===== src/rtl/affis_pkg.sv =====
package affis_pkg;

	localparam int NUM_CHANNELS = 6;
	localparam logic [4:0] NUM_CH_LIM = 5'(NUM_CHANNELS);

	localparam int CFG_IDX_W = 2;
	localparam logic [CFG_IDX_W-1:0] CFG_ENABLE_REQUIRED = 2'd0;
	localparam logic [CFG_IDX_W-1:0] CFG_TRIGGER_ENABLED = 2'd1;
	localparam logic [CFG_IDX_W-1:0] CFG_FAULT_BYPASS    = 2'd2;

	localparam logic [1:0] ST_IDLE   = 2'd0;
	localparam logic [1:0] ST_ARMED  = 2'd1;
	localparam logic [1:0] ST_FIRING = 2'd2;
	localparam logic [1:0] ST_FAULT  = 2'd3;

	localparam logic [3:0] ACT_ARM         = 4'd0;
	localparam logic [3:0] ACT_DISARM      = 4'd1;
	localparam logic [3:0] ACT_FIRE        = 4'd2;
	localparam logic [3:0] ACT_START_PLAIN = 4'd3;
	localparam logic [3:0] ACT_STOP        = 4'd4;
	localparam logic [3:0] ACT_SHOT_DONE   = 4'd5;
	localparam logic [3:0] ACT_POLL        = 4'd6;
	localparam logic [3:0] ACT_REP_OCP     = 4'd7;
	localparam logic [3:0] ACT_REP_ENOUT   = 4'd8;
	localparam logic [3:0] ACT_REP_BOARD   = 4'd9;
	localparam logic [3:0] ACT_REP_GENERAL = 4'd10;
	localparam logic [3:0] ACT_CLEAR       = 4'd11;

	localparam logic [2:0] FK_NONE    = 3'd0;
	localparam logic [2:0] FK_GENERAL = 3'd1;
	localparam logic [2:0] FK_OCP     = 3'd2;
	localparam logic [2:0] FK_ENOUT   = 3'd3;
	localparam logic [2:0] FK_BOARD   = 3'd4;
	localparam logic [2:0] FK_EXTEN   = 3'd5;

	localparam logic [3:0] DRV_NONE        = 4'd0;
	localparam logic [3:0] DRV_START_PROF  = 4'd1;
	localparam logic [3:0] DRV_START_PLAIN = 4'd2;
	localparam logic [3:0] DRV_GEN_RAMP    = 4'd3;
	localparam logic [3:0] DRV_CH_RAMP     = 4'd4;
	localparam logic [3:0] DRV_CH_DIS_STOP = 4'd5;
	localparam logic [3:0] DRV_STOP        = 4'd6;
	localparam logic [3:0] DRV_CH_DIS      = 4'd7;
	localparam logic [3:0] DRV_STOP_CLEAR  = 4'd8;

	localparam logic [1:0] LEG_NONE = 2'd0;
	localparam logic [1:0] LEG_SOFT = 2'd1;
	localparam logic [1:0] LEG_FULL = 2'd2;

	localparam logic [2:0] EV_NONE      = 3'd0;
	localparam logic [2:0] EV_STATE     = 3'd1;
	localparam logic [2:0] EV_FAULT_IN  = 3'd2;
	localparam logic [2:0] EV_FAULT_CLR = 3'd3;
	localparam logic [2:0] EV_TRIGGER   = 3'd4;

	typedef struct packed {
		logic [3:0] action;
		logic [3:0] channel;
		logic       enable_level;
		logic       trigger_level;
		logic       outputs_ready;
		logic       profile_ok;
		logic       timer_fault;
		logic       driver_fault;
	} item_t;

	typedef struct packed {
		logic [2:0] event_res;
		logic [1:0] legacy_stop;
		logic [3:0] drive_channel;
		logic [3:0] drive_command;
		logic       channel_applies;
		logic [3:0] fault_channel;
		logic [2:0] fault_kind;
		logic [1:0] machine_state;
		logic       accepted;
	} res_t;

	function automatic logic per_channel(input logic [2:0] k);
		return (k == FK_OCP) || (k == FK_ENOUT) || (k == FK_BOARD);
	endfunction

endpackage


===== src/rtl/affis_in_stage.sv =====
module affis_in_stage
	import affis_pkg::*;
(
	input  logic        clk,
	input  logic        arst_n,
	input  logic        s_tvalid,
	output logic        s_tready,
	input  logic [15:0] s_tdata,
	input  logic [3:0]  s_tuser,
	input  logic        advance,
	output logic        valid_s1,
	output item_t       item_s1
);

	logic take;

	assign s_tready = !valid_s1 || advance;
	assign take     = s_tvalid && s_tready;

	always_ff @(posedge clk or negedge arst_n) begin
		if (!arst_n) begin
			valid_s1 <= 1'b0;
		end else if (take) begin
			valid_s1 <= 1'b1;
		end else if (advance) begin
			valid_s1 <= 1'b0;
		end
	end

	always_ff @(posedge clk) begin
		if (take) begin
			item_s1.action        <= s_tuser;
			item_s1.channel       <= s_tdata[3:0];
			item_s1.enable_level  <= s_tdata[4];
			item_s1.trigger_level <= s_tdata[5];
			item_s1.outputs_ready <= s_tdata[6];
			item_s1.profile_ok    <= s_tdata[7];
			item_s1.timer_fault   <= s_tdata[8];
			item_s1.driver_fault  <= s_tdata[9];
		end
	end

endmodule


===== src/rtl/affis_core.sv =====
module affis_core
	import affis_pkg::*;
(
	input  logic                 clk,
	input  logic                 arst_n,
	input  logic                 cfg_wen,
	input  logic [CFG_IDX_W-1:0] cfg_index,
	input  logic                 cfg_wdata,
	input  item_t                item,
	input  logic                 advance,
	output res_t                 res
);

	logic       enable_required_q;
	logic       trigger_enabled_q;
	logic       fault_bypass_q;

	logic [1:0] state_q;
	logic [2:0] kind_q;
	logic [3:0] fch_q;
	logic       base_q;

	logic [1:0] ns;
	logic [2:0] nk;
	logic [3:0] nch;
	logic       nbase;
	logic       lreq;
	logic [2:0] lkind;
	logic       latch;
	logic       en_ok;
	logic       ch_ok;
	logic [2:0] kind_out;

	always_ff @(posedge clk or negedge arst_n) begin
		if (!arst_n) begin
			enable_required_q <= 1'b1;
			trigger_enabled_q <= 1'b1;
			fault_bypass_q    <= 1'b0;
		end else if (cfg_wen) begin
			case (cfg_index)
				CFG_ENABLE_REQUIRED: enable_required_q <= cfg_wdata;
				CFG_TRIGGER_ENABLED: trigger_enabled_q <= cfg_wdata;
				CFG_FAULT_BYPASS:    fault_bypass_q    <= cfg_wdata;
				default: ;
			endcase
		end
	end

	assign en_ok = !enable_required_q || item.enable_level;
	assign ch_ok = {1'b0, item.channel} < NUM_CH_LIM;

	always_comb begin
		ns    = state_q;
		nk    = kind_q;
		nch   = fch_q;
		nbase = base_q;
		lreq  = 1'b0;
		lkind = FK_GENERAL;
		res   = '0;
		case (item.action)
			ACT_ARM: begin
				if (state_q == ST_IDLE && en_ok && item.outputs_ready) begin
					ns            = ST_ARMED;
					nbase         = item.trigger_level;
					res.accepted  = 1'b1;
					res.event_res = EV_STATE;
				end
			end
			ACT_DISARM: begin
				if (state_q == ST_ARMED) begin
					ns            = ST_IDLE;
					res.event_res = EV_STATE;
				end
			end
			ACT_FIRE: begin
				if (state_q == ST_ARMED && en_ok && item.profile_ok) begin
					ns                = ST_FIRING;
					res.accepted      = 1'b1;
					res.drive_command = DRV_START_PROF;
					res.event_res     = EV_STATE;
				end
			end
			ACT_START_PLAIN: begin
				if (state_q == ST_ARMED && en_ok) begin
					ns                = ST_FIRING;
					res.accepted      = 1'b1;
					res.drive_command = DRV_START_PLAIN;
					res.event_res     = EV_STATE;
				end
			end
			ACT_STOP: begin
				if (state_q == ST_ARMED || state_q == ST_FIRING) begin
					ns            = ST_IDLE;
					res.event_res = EV_STATE;
				end
			end
			ACT_SHOT_DONE: begin
				if (state_q == ST_FIRING) begin
					ns            = ST_IDLE;
					res.event_res = EV_STATE;
				end
			end
			ACT_POLL: begin
				if (state_q != ST_FAULT) begin
					if (item.timer_fault || item.driver_fault) begin
						lreq  = 1'b1;
						lkind = FK_GENERAL;
					end else if (enable_required_q && state_q == ST_FIRING &&
							!item.enable_level) begin
						lreq  = 1'b1;
						lkind = FK_EXTEN;
					end
					// a bypassed fault does not latch and does not block the trigger edge below
					if (trigger_enabled_q && state_q == ST_ARMED &&
							!(lreq && !fault_bypass_q)) begin
						if (!base_q && item.trigger_level && en_ok && item.profile_ok) begin
							ns                = ST_FIRING;
							res.drive_command = DRV_START_PROF;
							res.event_res     = EV_TRIGGER;
						end
						nbase = item.trigger_level;
					end
				end
			end
			ACT_REP_OCP, ACT_REP_ENOUT, ACT_REP_BOARD: begin
				if (ch_ok) begin
					if (state_q == ST_FAULT) begin
						res.drive_command = DRV_CH_DIS;
						res.drive_channel = item.channel;
					end else begin
						lreq         = 1'b1;
						lkind        = (item.action == ACT_REP_OCP)   ? FK_OCP :
						               (item.action == ACT_REP_ENOUT) ? FK_ENOUT : FK_BOARD;
						res.accepted = !fault_bypass_q;
					end
				end
			end
			ACT_REP_GENERAL: begin
				if (state_q != ST_FAULT) begin
					lreq         = 1'b1;
					lkind        = FK_GENERAL;
					res.accepted = !fault_bypass_q;
				end
			end
			ACT_CLEAR: begin
				if (state_q == ST_FAULT) begin
					res.drive_command = DRV_STOP_CLEAR;
					if (!item.timer_fault && !item.driver_fault && en_ok) begin
						ns            = ST_IDLE;
						nk            = FK_NONE;
						nch           = 4'd0;
						res.accepted  = 1'b1;
						res.event_res = EV_FAULT_CLR;
					end
				end
			end
			default: ;
		endcase

		latch = lreq && !fault_bypass_q;
		if (latch) begin
			ns              = ST_FAULT;
			nk              = lkind;
			nch             = per_channel(lkind) ? item.channel : 4'd0;
			res.legacy_stop = (state_q == ST_FIRING) ? LEG_SOFT : LEG_FULL;
			if (per_channel(lkind)) begin
				res.drive_command = (state_q == ST_FIRING) ? DRV_CH_RAMP : DRV_CH_DIS_STOP;
				res.drive_channel = item.channel;
			end else begin
				res.drive_command = (state_q == ST_FIRING) ? DRV_GEN_RAMP : DRV_STOP;
				res.drive_channel = 4'd0;
			end
			res.event_res = EV_FAULT_IN;
		end

		kind_out            = (ns == ST_FAULT) ? nk : FK_NONE;
		res.machine_state   = ns;
		res.fault_kind      = kind_out;
		res.channel_applies = per_channel(kind_out);
		res.fault_channel   = per_channel(kind_out) ? nch : 4'd0;
	end

	always_ff @(posedge clk or negedge arst_n) begin
		if (!arst_n) begin
			state_q <= ST_IDLE;
			kind_q  <= FK_NONE;
			fch_q   <= 4'd0;
			base_q  <= 1'b0;
		end else if (advance) begin
			state_q <= ns;
			kind_q  <= nk;
			fch_q   <= nch;
			base_q  <= nbase;
		end
	end

endmodule


===== src/rtl/affis_out_stage.sv =====
module affis_out_stage
	import affis_pkg::*;
(
	input  logic        clk,
	input  logic        arst_n,
	input  logic        valid_s1,
	input  res_t        res,
	output logic        advance,
	output logic        m_tvalid,
	input  logic        m_tready,
	output logic [23:0] m_tdata
);

	res_t res_q;

	assign advance = valid_s1 && (!m_tvalid || m_tready);
	assign m_tdata = res_q;

	always_ff @(posedge clk or negedge arst_n) begin
		if (!arst_n) begin
			m_tvalid <= 1'b0;
		end else if (advance) begin
			m_tvalid <= 1'b1;
		end else if (m_tready) begin
			m_tvalid <= 1'b0;
		end
	end

	always_ff @(posedge clk) begin
		if (advance) begin
			res_q <= res;
		end
	end

endmodule


===== src/rtl/arm_fire_fault_interlock_sequencer_unit.sv =====
// m_tvalid rises once a transaction has passed the input register and the result register.
// One transaction per cycle unless the result stalls; state updates in the single decision stage.
// A stalled result holds while the input register still takes one more transaction.
// Reset (arst_n low, asynchronous): state idle, no fault, trigger baseline 0,
// enable_required 1, trigger_enabled 1, fault_bypass 0, both stages empty.
module arm_fire_fault_interlock_sequencer_unit
	import affis_pkg::*;
(
	input  logic                 clk,
	input  logic                 arst_n,
	input  logic                 cfg_wen,
	input  logic [CFG_IDX_W-1:0] cfg_index,
	input  logic                 cfg_wdata,
	input  logic                 s_tvalid,
	output logic                 s_tready,
	// channel[3:0], enable_level, trigger_level, outputs_ready, profile_ok,
	// timer_fault, driver_fault, zero pad[15:10]
	input  logic [15:0]          s_tdata,
	// action[3:0]
	input  logic [3:0]           s_tuser,
	output logic                 m_tvalid,
	input  logic                 m_tready,
	// accepted, machine_state[2:1], fault_kind[5:3], fault_channel[9:6],
	// channel_applies[10], drive_command[14:11], drive_channel[18:15],
	// legacy_stop[20:19], event_res[23:21]
	output logic [23:0]          m_tdata
);

	logic  advance;
	logic  valid_s1;
	item_t item_s1;
	res_t  res;

	affis_in_stage u_in (
		.clk      (clk),
		.arst_n   (arst_n),
		.s_tvalid (s_tvalid),
		.s_tready (s_tready),
		.s_tdata  (s_tdata),
		.s_tuser  (s_tuser),
		.advance  (advance),
		.valid_s1 (valid_s1),
		.item_s1  (item_s1)
	);

	affis_core u_core (
		.clk       (clk),
		.arst_n    (arst_n),
		.cfg_wen   (cfg_wen),
		.cfg_index (cfg_index),
		.cfg_wdata (cfg_wdata),
		.item      (item_s1),
		.advance   (advance),
		.res       (res)
	);

	affis_out_stage u_out (
		.clk      (clk),
		.arst_n   (arst_n),
		.valid_s1 (valid_s1),
		.res      (res),
		.advance  (advance),
		.m_tvalid (m_tvalid),
		.m_tready (m_tready),
		.m_tdata  (m_tdata)
	);

endmodule


===== config.mk =====
export PLATFORM = sky130hd
export DESIGN_NAME = arm_fire_fault_interlock_sequencer_unit
export DESIGN_NICKNAME = d
export VERILOG_FILES = /design/src/rtl/affis_pkg.sv /design/src/rtl/affis_in_stage.sv /design/src/rtl/affis_core.sv /design/src/rtl/affis_out_stage.sv /design/src/rtl/arm_fire_fault_interlock_sequencer_unit.sv
export SDC_FILE = /design/constraint.sdc
export NUM_CORES = 1
export LEC_CHECK = 0
export BUFFER_PORTS_ARGS = -buffer_cell sky130_fd_sc_hd__clkbuf_2
export CAP_MARGIN = 15
export CORE_MARGIN = 2
export CORE_UTILIZATION = 51
export CTS_CLUSTER_SIZE = 12
export DETAILED_ROUTE_END_ITERATION = 7
export PLACE_DENSITY = 0.77
export SLEW_MARGIN = 40
export SYNTH_ARGS = -nofsm -noshare
export SYNTH_HDL_FRONTEND = slang
export SYNTH_SLANG_ARGS = --single-unit

===== constraint.sdc =====
create_clock -name clk -period 3 [get_ports clk]
set_clock_uncertainty 0.2 [all_clocks]
set_input_delay 0.15 -clock clk [delete_from_list [all_inputs] [get_ports clk]]
set_output_delay 0.15 -clock clk [all_outputs]
set_load 0.05 [all_outputs]

# [Yosys cells after proc, flatten, opt, wreduce, memory -nomap -nowiden]
# Cells that the tools add are included.
# Widths: inputs -> output; s select.
[classes] magnitude_cmp=1 n_reduce_logical=46 mux=84 n_eq_ne=27
[ops] op="$mux 3" n=17
[ops] op="$mux 4" n=9
[ops] op="$mux 1" n=32
[ops] op="$mux 8" n=4
[ops] op="$mux 2" n=15
[ops] op="$pmux 3 s8" n=1
[ops] op="$pmux 4 s5" n=1
[ops] op="$logic_and 1x1->1" n=17
[ops] op="$eq 4x3->1 const B" n=4
[ops] op="$eq 4x4->1 const B" n=4
[ops] op="$pmux 2 s8" n=1
[ops] op="$eq 3x2->1 const B" n=4
[ops] op="$logic_not 1->1" n=9
[ops] op="$logic_or 1x1->1" n=9
[ops] op="$eq 2x2->1 const B" n=4
[ops] op="$eq 4x2->1 const B" n=2
[ops] op="$eq 3x3->1 const B" n=2
[ops] op="$ne 2x1->1 const B" n=3
[ops] op="$pmux 1 s6" n=1
[ops] op="$pmux 3 s2" n=1
[ops] op="$reduce_and 2->1" n=3
[ops] op="$reduce_bool 2->1" n=3
[ops] op="$reduce_and 5->1" n=1
[ops] op="$eq 2x1->1 const B" n=2
[ops] op="8 further kinds" n=9
[totals] regBits=53 out_inout_bits=26 elab_cells=184

# [Depth between registers and ports, before layout]
# Gate-level depths: netlist (run 1).
[depth] depth_word=19 ltp_mapped=10 mapped_depth_nobuf=8

# [Cells and area by module]
# A second synthesis (run 1) with hierarchy kept.
[hier_totals] hier_cells=229 area_unflattened_um2=2680.1
[by_module_without_submodules] module="affis_core" seq_area_each_um2=327.8 instances=1 cells_per_inst=183 area_each_um2=1441.4
[by_module_without_submodules] module="affis_out_stage" seq_area_each_um2=745.7 instances=1 cells_per_inst=28 area_each_um2=764.5
[by_module_without_submodules] module="affis_in_stage" seq_area_each_um2=445.4 instances=1 cells_per_inst=18 area_each_um2=474.2

# [Worst setup path after synthesis (run 1)]
# OpenSTA, ideal clock, no wires.
[synth_path] path_type="reg-to-reg" start="reg u_out.m_tvalid" end="reg u_core.base_q" path_buffers=0 path_stages_with_launch=6 arrival_ps=2255 setup_slack_ps=418 setup_ps=127 period_less_slack_ps=2582 path_cell_list="dfrtp_1 > nand2b_1 > nand2_1 > clkinv_1 > and3_1 > mux2_1"
[synth_via] elab_chain_len=4
[synth_lines] element="start, declared" line="affis_out_stage.sv:9" rtl="output logic m_tvalid,"
[synth_lines] element="start signal, assigned" line="affis_out_stage.sv:21" rtl="m_tvalid <= 1'b0;"
[synth_lines] element="start signal, assigned" line="affis_out_stage.sv:23" rtl="m_tvalid <= 1'b1;"
[synth_lines] element="start signal, assigned" line="affis_out_stage.sv:25" rtl="m_tvalid <= 1'b0;"
[synth_lines] element="$logic_not 1->1" line="affis_out_stage.sv:16" rtl="assign advance = valid_s1 && (!m_tvalid || m_tready);"
[synth_lines] element="$logic_or 1x1->1" line="affis_out_stage.sv:16"
[synth_lines] element="$logic_and 1x1->1" line="affis_out_stage.sv:16"
[synth_lines] element="net advance" line="arm_fire_fault_interlock_sequencer_unit.sv:29" rtl="logic advance;"
[synth_lines] element="$reduce_and 5->1 (no line)"
[synth_lines] element="end signal, assigned" line="affis_core.sv:193" rtl="base_q <= nbase;"
[synth_lines] element="end, declared" line="affis_core.sv:21" rtl="logic base_q;"
# The timed path passes the listed nets, and every way through them passes these cells.
# A chain may end at the register's enable or synchronous reset.

==> results.txt, run 1 <==
status: finished, violations left
failing checks: hold timing
hold crit path type: primary input to flop
Clk Latency, worst-skew pair: 0.31 ns
PortBufs: 47
Chip Width: 76.39 microns
post-detailed-routing wire length: 5.263 mm
Mapped Area: 0.002673 sq mm
drt drc: 0
crit path launch type: flop
pin count of the biggest net entering global routing: 19
placed cell count: 334
Peak Freq: 0.3952 GHz
Crit Path Class: flop to flop
Rel. slew slack: 60.14%
placer congestion estimate: 0.8684
Final Instance Count excl. Fillers: 361
Synth area leaders: edfxtp_1, dfrtp_1, ha_1, mux2_2, nor2_1
PD cells: 594.0 mW/mm^2
Remaining Overflow, GRT: 0
Slew @ Worst Pin: 0.5979 ns
initial antenna violation count: 0
vias in the first global route: 1846
Max-Cap Viols: 0
via count: 1958
I/O pins: 54
first-pass GRT wire length: 8.797 mm
effective utilization at floorplan: 52.66%
Detail Placement HPWL: 3.606 mm
top-area cell type share of the netlist area: 42.70%
core region area: 0.005075 sq mm
final hold slack: -0.004988 ns
Die ar.: 0.005835 sq mm
DIE HEIGHT: 76.39 microns
Max Slew Vio Count: 0
ys async rst share: 28.30%
Final ANT Viol Nets: 0
FP Rows: 26
Clock Sinks: 53
synth unique cells: 60
layout cells sized above 1: 28.52%
post-synthesis instance total: 221
EDFF count, synth: 38
critical path fanouts, max: 8
Final Power: 0.001937 W
gr usage total: 19.22%
post-CTS setup buffers: 0
period utilization: 84.34%
most frequent cells in the layout: clkbuf_2, edfxtp_1, dlygate4sd3_1
Seq cells post-synth: 53
Critical Path End Type: flop
Layout area overhead: 22.05%
# setup viols final: 0
total CTS buffers: 5
Synth Warn #: 0
# H-tree levels: 2
antenna cell count: 0
routed len/inst: 14.58 microns
CTS tree: done
area leader, netlist: edfxtp_1
sum of negative setup slack: 0 ns
Fillers: 411
Net Count, Synth: 255
top_reg_cell synth: edfxtp_1
Worst EP arrival: 2.49 ns
leak pwr: 1.308 nW
CTS Buffer Depth: 2
Mean Syn Cell Area: 12.09 sq um
Final Hold Fails: 1
worst path required time: 2.96 ns
commonest non-fill, non-tap cell in the layout: clkbuf_2
Vias/cell: 5.424
DR pass1 iterations: 4
final setup margin: 0.4698 ns
sequential fraction of the synthesis area: 56.84%
Clk Tree Root Cell: clkbuf_8
fin crit period: 2.530 ns
DR iter-0 viols: 147
pre-CTS WS: 0.5051 ns
RSZ-0062 raised after global routing: no
nets: 324
clock edge transition at the registers on the reported setup and hold paths: 0.09 ns
VDD IR-drop max: 357.2 uV
==> power breakdown <==
| part | internal [W] | leakage, nW | switching (W) |
|---|---|---|---|
| clock network | 0.000250 | 0.0554 | 0.000224 |
| logic | 0.000178 | 0.691 | 0.000334 |
| registers | 0.000886 | 0.562 | 0.0000656 |
==> metrics by stage <==
step	area (sq um)	utilization, %
floorplan	2673	-
global placement	2960	58.33
detailed placement	2960	58.33
CTS	3262	64.28
global route	3262	64.28
finish	3262	64.28
==> worst max-delay path, stage by stage (launching register included) <==
cell	delay, ns
dfrtp_1	0.47
inv_1	0.13
ha_1	0.31
and3b_1	0.21
o221ai_2	0.11
nor3_2	0.26
nand4bb_1	0.32
o21ai_4	0.16
nor3b_2	0.21
==> layer usage <==
metal / part of all wire (%) / global-route usage [%] / vias to the layer above
met1: 43 / 25.72 / 914
met2: 49 / 31.68 / 78
met4: 0.95 / 5.273 / 0
met5: 0 / 0 / -
li1: - / - / 959
met3: 6.3 / 4.502 / 7
==> synthesized netlist by cell type (3+ instances only) <==
cell / instances
edfxtp_1: 38
nor2_1: 17
nand2_1: 14
dfrtp_1: 13
a31oi_1: 9
and2_1: 8
inv_1: 8
nand2b_1: 8
nand3_1: 7
a21oi_1: 6
ha_1: 6
mux2_2: 6
o21ai_0: 6
o21ai_1: 6
nand3b_1: 5
buf_2: 4
buf_6: 4
nor3b_2: 4
nor3_1: 3
==> path summary, 6_finish.rpt <==
check                                                   start                                    to  slack [ns]  cells past startpoint
worst min-delay path                                  cfg_wen  u_core.trigger_enabled_q$_DFFE_PN1P_      -0.005                      3
max in group asynchronous                              arst_n  u_core.enable_required_q$_DFFE_PN1P_        2.19                      2
worst max register to register  u_core.state_q[1]$_DFFE_PN0P_        u_out.m_tdata[7]$_SDFFCE_PN0P_        0.47                      8
min in group asynchronous                              arst_n            u_out.m_tvalid$_DFFE_PN0P_        0.09                      2
worst min register to register    u_core.fch_q[1]$_DFFE_PN0P_           u_core.fch_q[1]$_DFFE_PN0P_        0.30                      2
worst max-delay path            u_core.state_q[1]$_DFFE_PN0P_        u_out.m_tdata[7]$_SDFFCE_PN0P_        0.47                      8
==> registers in the layout, indices dropped and copies added (netlist names) <==
| register | count |
|---|---|
| u_core.base_q | 1 |
| u_core.enable_required_q | 1 |
| u_core.fault_bypass_q | 1 |
| u_core.fch_q | 4 |
| u_core.kind_q | 3 |
| u_core.state_q | 2 |
| u_core.trigger_enabled_q | 1 |
| u_in.item_s1 | 14 |
| u_in.valid_s1 | 1 |
| u_out.m_tdata | 24 |
| u_out.m_tvalid | 1 |
==> final cells by class <==
cell class,instances,area (sq um),share of cell area (%)
Inverter,9,33.78,1.036
Clock buffer,6,72.57,2.225
Sequential cell,53,1519,46.57
Clock inverter,2,38.79,1.189
Timing Repair Buffer,71,462.9,14.19
Multi-Input combinational cell,150,1047,32.11
Tap cell,70,87.58,2.685
==> kinds of logic (layout without fill, tap and decap cells) <==
group | count (synthesis) | after routing | share of synthesized area, %
xor+xnor | 2 | 2 | 0.6556
buf+inv | 18 | 88 | 3.979
other cells | 1 | 1 | 0.1403
simple gates | 87 | 87 | 19.85
flops | 53 | 53 | 56.83
compound gates | 47 | 47 | 12.78
mux | 7 | 7 | 2.949
fa+ha+maj | 6 | 6 | 2.809
==> what timing repair did <==
action                                 CTS  global route
hold buffers                            19             0
gates resized for setup                  0             0
endpoints found under the hold margin   34             0
Note: power is estimated with default switching activity, not from simulation.
==> run 2, diff against run 1 <==
- clock period: 3 -> 2.53 ns (I/O delays scaled with it)
==> run 2 against run 1 <==
Total power increased by 17%. Largest cell class unchanged. Die area stayed put. Routed wire length increased by 1.4%. Register-to-register slack worse by 0.37 ns. The run now ends clean. Critical path type unchanged. Worst hold slack better by 0.047 ns. Via count is 1.2% higher. Non-clock buffer count is 15 higher. Highest routed layer unchanged.
==> results.txt, run 2 (synthesis gave the netlist of run 1 again) <==
clock edge transition at the registers on the reported setup and hold paths: 0.10 ns (was 0.09 ns)
Rel. slew slack: 60.12% (was 60.14%)
via count: 1981 (was 1958)
Max Slew Vio Count: 0 (unchanged)
drt drc: 0 (unchanged)
CTS Buffer Depth: 2 (unchanged)
met2 routed WL: 2.697 mm (was 2.605 mm)
post-detailed-routing wire length: 5.339 mm (was 5.263 mm)
Chip Width: 76.39 microns (unchanged)
I/O pins: 54 (unchanged)
Worst EP arrival: 2.40 ns (was 2.49 ns)
hold crit path type: primary input to flop (unchanged)
combinational share of power: 29.6% (was 26.4%)
Largest register FFs: 24 (unchanged)
leak pwr: 1.385 nW (was 1.308 nW)
Clk Tree Root Cell: clkbuf_8 (unchanged)
Core Util, Final: 66.96% (was 64.28%)
pin count of the biggest net entering global routing: 21 (was 19)
# setup viols final: 0 (unchanged)
clock power share: 21.2% (was 24.5%)
effective utilization at floorplan: 52.66% (unchanged)
critical path fanouts, max: 6 (was 8)
commonest non-fill, non-tap cell in the layout: clkbuf_2 (unchanged)
Vias/cell: 5.269 (was 5.424)
switching pwr: 0.0007466 W (was 0.0006234 W)
placer congestion estimate: 0.8977 (was 0.8684)
Detail Placement HPWL: 3.660 mm (was 3.606 mm)
VDD IR-drop max: 461.0 uV (was 357.2 uV)
Die ar.: 0.005835 sq mm (unchanged)
design area: 0.003398 sq mm (was 0.003262 sq mm)
Final ANT Viol Nets: 0 (unchanged)
Layout area overhead: 27.15% (was 22.05%)
Internal Power: 0.001529 W (was 0.001314 W)
total CTS buffers: 5 (unchanged)
PD cells: 669.7 mW/mm^2 (was 594.0 mW/mm^2)
antenna cell count: 0 (unchanged)
Remaining Overflow, GRT: 0 (unchanged)
first-pass GRT wire length: 8.445 mm (was 8.797 mm)
layout cells sized above 1: 33.01% (was 28.52%)
Critical Path End Type: flop (unchanged)
met1 WL: 2.266 mm (was 2.275 mm)
routed len/inst: 14.20 microns (was 14.58 microns)
Top Layer Used: met4 (unchanged)
status: finished, final reports clean (was finished, violations left)
sum of negative setup slack: 0 ns (unchanged)
CTS tree: done (unchanged)
nets: 339 (was 324)
Max-Cap Viols: 0 (unchanged)
worst path required time: 2.50 ns (was 2.96 ns)
initial antenna violation count: 0 (unchanged)
DR iter-0 viols: 118 (was 147)
Fillers: 410 (was 411)
Slew @ Worst Pin: 0.5982 ns (was 0.5979 ns)
Clk Latency, worst-skew pair: 0.31 ns (about the same)
Final Hold Fails: 0 (was 1)
Switching Share: 32.80% (was 32.18%)
metal3 WL: 291 microns (was 332 microns)
Clock Sinks: 53 (unchanged)
Crit Path Class: flop to flop (unchanged)
most frequent cells in the layout: clkbuf_2, edfxtp_1, dlygate4sd3_1 (unchanged)
FP Rows: 26 (unchanged)
vias in the first global route: 1787 (was 1846)
DIE HEIGHT: 76.39 microns (unchanged)
placed cell areas: 0.003037 sq mm (was 0.002960 sq mm)
gr usage total: 18.67% (was 19.22%)
DR pass1 iterations: 4 (unchanged)
Peak Freq: 0.4106 GHz (was 0.3952 GHz)
core region area: 0.005075 sq mm (unchanged)
period utilization: 96.25% (was 84.34%)
# H-tree levels: 2 (unchanged)
PortBufs: 47 (unchanged)
sequential power share: 49.1% (about the same)
crit path launch type: flop (unchanged)
fin crit period: 2.435 ns (was 2.530 ns)
[run 2: path summary, 6_finish.rpt]
| check | slack (ns) | startpoint | endpoint | cells after the start |
|---|---|---|---|---|
| hold reg to reg | 0.29 | u_core.base_q$_DFFE_PN0P_ | u_core.base_q$_DFFE_PN0P_ | 1 |
| min in group asynchronous | 0.08 | arst_n | u_out.m_tvalid$_DFFE_PN0P_ | 2 |
| hold / removal | 0.04 | cfg_index[0] | u_core.enable_required_q$_DFFE_PN1P_ | 3 |
| setup reg to reg | 0.09 | u_core.state_q[0]$_DFFE_PN0P_ | u_out.m_tdata[8]$_SDFFCE_PN0P_ | 9 |
| setup / recovery | 0.09 | u_core.state_q[0]$_DFFE_PN0P_ | u_out.m_tdata[8]$_SDFFCE_PN0P_ | 9 |
| max in group asynchronous | 1.71 | arst_n | u_core.enable_required_q$_DFFE_PN1P_ | 2 |
[run 2: per-layer routing]
metal  GRT usage (%)  up-vias
met5               0        -
met3           4.502        8
met4           7.455        0
met2           31.33       64
met1           23.33      922
li1                -      987
[run 2: final cells by class]
class                   instances  area [sq um]  area share [%]
flip-flops and latches         53          1519           44.70
inverters                       9         35.03           1.031
clock inverters                 2         13.76          0.4050
clock buffers                   6         82.58           2.430
multi-input cells             150          1077           31.70
repair buffers                 86         583.1           17.16
well taps                      70         87.58           2.577
[run 2: power groups by stage]
stage	Clock, W	Sequential [W]	Combinational, W
4_1_cts	0.000491	0.00112	0.000649
3_5_place_dp	0	0.00114	0.000614
6_report	0.000483	0.00112	0.000675
2_1_floorplan	0	0.00125	0.000330
5_1_grt	0.000524	0.00113	0.000728
3_3_place_gp	0	0.00113	0.000608
[run 2: repair_timing]
action                     4_1_cts  5_1_grt
hold buffers                    22        0
setup buffers                    0        2
hold endpoints to repair        34        0
setup endpoints to repair        0        8
resized for setup                0        5
[run 2: stage by stage]
step,worst slack (ns),hold WS (ns),std cells,total power (W)
6_report,0.09483,0.04204,376,0.002276
5_1_grt,-0.0007705,0.04829,376,0.002384
4_1_cts,0.1099,0.03396,374,0.002258
3_5_place_dp,0.1245,-0.1144,344,0.001751
3_3_place_gp,0.1190,-0.1183,344,0.001740
2_1_floorplan,0.3162,-0.3691,221,0.001583
[run 2: critical path, cell delays in order, from the launching register on]
cell and delay [ns]:
dfrtp_1 0.44, inv_1 0.15, ha_2 0.23, nand3b_1 0.12, a311oi_2 0.30, o21ai_2 0.18, buf_4 0.19, nor3_1 0.24
a31oi_2 0.09, nor3b_2 0.17
==> run 3, diff against run 2 <==
- CELL_PAD_IN_SITES_DETAIL_PLACEMENT: unset -> 0
- CELL_PAD_IN_SITES_GLOBAL_PLACEMENT: unset -> 1
- CORE_UTILIZATION: 51 -> 43
- CTS_CLUSTER_SIZE: 12 -> 8
- PLACE_DENSITY: 0.77 -> 0.81
==> run 3 against run 2 <==
Die area rose by 18%. Largest cell class unchanged. Critical path depth shrank 2. Register-to-register slack gained 0.07 ns. Worst hold slack worse by 0.014 ns. Cell area barely moved. Critical path type unchanged.
==> results.txt, run 3 (synthesis gave the netlist of run 1 again) <==
Max Slew Vio Count: 0 (unchanged)
post-detailed-routing wire length: 5.357 mm (was 5.339 mm)
Rel. slew slack: 60.78% (was 60.12%)
Max-Cap Viols: 0 (unchanged)
Crit-path slowest cell: dfrtp_1 (unchanged)
# setup viols final: 0 (unchanged)
Internal Power: 0.001599 W (was 0.001529 W)
via count: 1946 (was 1981)
Largest register FFs: 24 (unchanged)
Chip Width: 82.84 microns (was 76.39 microns)
CTS Buffer Depth: 2 (unchanged)
Vias/cell: 5.108 (was 5.269)
Clk Tree Root Cell: clkbuf_8 (unchanged)
nets: 339 (unchanged)
antenna cell count: 0 (unchanged)
initial antenna violation count: 0 (unchanged)
most frequent cells in the layout: clkbuf_2, edfxtp_1, dlygate4sd3_1 (unchanged)
reg-to-reg endpoint: u_out.m_tdata[8]$_SDFFCE_PN0P_ (unchanged)
worst setup path startpoint: u_core.state_q[0]$_DFFE_PN0P_ (unchanged)
vias in the first global route: 1966 (was 1787)
sum of negative setup slack: 0 ns (unchanged)
clock power share: 24.2% (was 21.2%)
sequential power share: 47.2% (was 49.1%)
fin crit period: 2.366 ns (was 2.435 ns)
Final Power: 0.002354 W (was 0.002276 W)
Die ar.: 0.006862 sq mm (was 0.005835 sq mm)
RSZ-0062 raised after global routing: no
I/O pins: 54 (unchanged)
DR iter-0 viols: 100 (was 118)
FF/Latch Area: 0.001519 sq mm (unchanged)
Fillers: 525 (was 410)
first-pass GRT wire length: 9.246 mm (was 8.445 mm)
Clock Sinks: 53 (unchanged)
area of the multi-input gates: 0.001055 sq mm (was 0.001077 sq mm)
Worst EP arrival: 2.23 ns (was 2.40 ns)
FF-to-FF Start: u_core.state_q[0]$_DFFE_PN0P_ (unchanged)
crit path launch type: flop (unchanged)
Crit Path Class: flop to flop (unchanged)
combinational share of power: 28.6% (was 29.6%)
worst-path cell chain: ha_1 > and3b_1 > o221ai_2 > o21ai_1 > a31oi_1 > o21ai_4 > nor3b_2 (was inv_1 > ha_2 > nand3b_1 > a311oi_2 > o21ai_2 > buf_4 > nor3_1 > a31oi_2 > nor3b_2)
placer congestion estimate: 0.8791 (was 0.8977)
core region area: 0.005956 sq mm (was 0.005075 sq mm)
effective utilization at floorplan: 44.87% (was 52.66%)
Remaining Overflow, GRT: 0 (unchanged)
commonest non-fill, non-tap cell in the layout: clkbuf_2 (unchanged)
Detail Placement HPWL: 3.984 mm (was 3.660 mm)
total CTS buffers: 5 (unchanged)
CTS tree: done (unchanged)
DR pass1 iterations: 4 (unchanged)
Final Hold Fails: 0 (unchanged)
reg-to-reg setup timing slack: 0.16 ns (was 0.09 ns)
leak pwr: 1.381 nW (was 1.385 nW)
Peak Freq: 0.4226 GHz (was 0.4106 GHz)
period utilization: 93.52% (was 96.25%)
switching pwr: 0.0007550 W (was 0.0007466 W)
VDD IR-drop max: 387.9 uV (was 461.0 uV)
PortBufs: 47 (unchanged)
layout cells sized above 1: 32.03% (was 33.01%)
Switching Share: 32.07% (was 32.80%)
Clk Latency, worst-skew pair: 0.31 ns (about the same)
PD cells: 693.1 mW/mm^2 (was 669.7 mW/mm^2)
Critical Path End Type: flop (unchanged)
worst path required time: 2.39 ns (was 2.50 ns)
critical path fanouts, max: 8 (was 6)
FP Rows: 28 (was 26)
gr usage total: 16.86% (was 18.67%)
status: finished, final reports clean (unchanged)
routed len/inst: 14.06 microns (was 14.20 microns)
drt drc: 0 (unchanged)
Layout area overhead: 27.11% (was 27.15%)
Setup crit end: u_out.m_tdata[8]$_SDFFCE_PN0P_ (unchanged)
clock edge transition at the registers on the reported setup and hold paths: 0.09 ns (was 0.10 ns)
pin count of the biggest net entering global routing: 22 (was 21)
Worst R2R Path Depth: 7 (was 9)
slowest stage delay, CP: 0.44 ns (about the same)
hold crit path type: primary input to flop (unchanged)
Slew @ Worst Pin: 0.5883 ns (was 0.5982 ns)
Final ANT Viol Nets: 0 (unchanged)
# H-tree levels: 2 (unchanged)
DIE HEIGHT: 82.84 microns (was 76.39 microns)
## run 3: stage by stage
step	worst slack (ns)	hold slack [ns]	utilization (%)	cell area, sq um	instances
6_report	0.1638	0.02815	57.04	3397	381
5_1_grt	0.009623	0.05937	57.04	3397	381
4_1_cts	0.1053	0.01969	56.79	3382	380
3_5_place_dp	0.1040	-0.1093	51.22	3050	350
3_3_place_gp	0.09303	-0.1215	51.22	3050	350
2_1_floorplan	0.3162	-0.3691	-	2674	221
## run 3: timing repair
action                     in CTS  in global routing
hold buffers                   22                  0
resized for setup               0                  3
hold endpoints to repair       34                  0
setup buffers                   0                  1
setup endpoints to repair       0                 10
## run 3: layer usage
metal	global-route usage, %	routed length, microns	vias up	part of all wire (%)
met3	4.175	279	8	5.2
met1	21.83	2473	895	46
li1	-	-	983	-
met4	5.961	90	0	1.7
met5	0	0	-	0
met2	27.64	2514	60	47
## run 3: area by class of cell
type / instances / share of cell area [%]
clock buffer: 6 / 2.136
clock inverter: 2 / 1.142
inverter: 9 / 1.031
multi-input combinational: 150 / 31.05
sequential: 53 / 44.71
tap: 75 / 2.762
timing repair buffer: 86 / 17.16
## run 3: how the worst min path moves through the flow
| stage | start | endpoint | cells after the start |
|---|---|---|---|
| after CTS | cfg_index[0] | u_core.enable_required_q$_DFFE_PN1P_ | 3 |
| after detailed placement | arst_n | u_core.state_q[0]$_DFFE_PN0P_ | 1 |
| after global placement | arst_n | u_core.state_q[1]$_DFFE_PN0P_ | 1 |
| final | cfg_index[0] | u_core.enable_required_q$_DFFE_PN1P_ | 3 |
| after global routing | cfg_index[0] | u_core.enable_required_q$_DFFE_PN1P_ | 3 |
| after floorplan | arst_n | u_core.base_q$_DFFE_PN0P_ | 0 |
## run 3: critical path: cells and delay by family, from the launching register on
family | cells | cell delay, ns
fa+ha+maj | 1 | 0.31
flops | 1 | 0.44
compound gates | 4 | 0.82
simple gates | 2 | 0.33
## run 3: power by group through the flow
stage               Sequential [W]  Clock (W)  Combinational (W)
global route               0.00113   0.000620           0.000740
finish                     0.00111   0.000569           0.000673
CTS                        0.00111   0.000583           0.000671
detailed placement         0.00113          0           0.000638
floorplan                  0.00125          0           0.000330
global placement           0.00113          0           0.000634
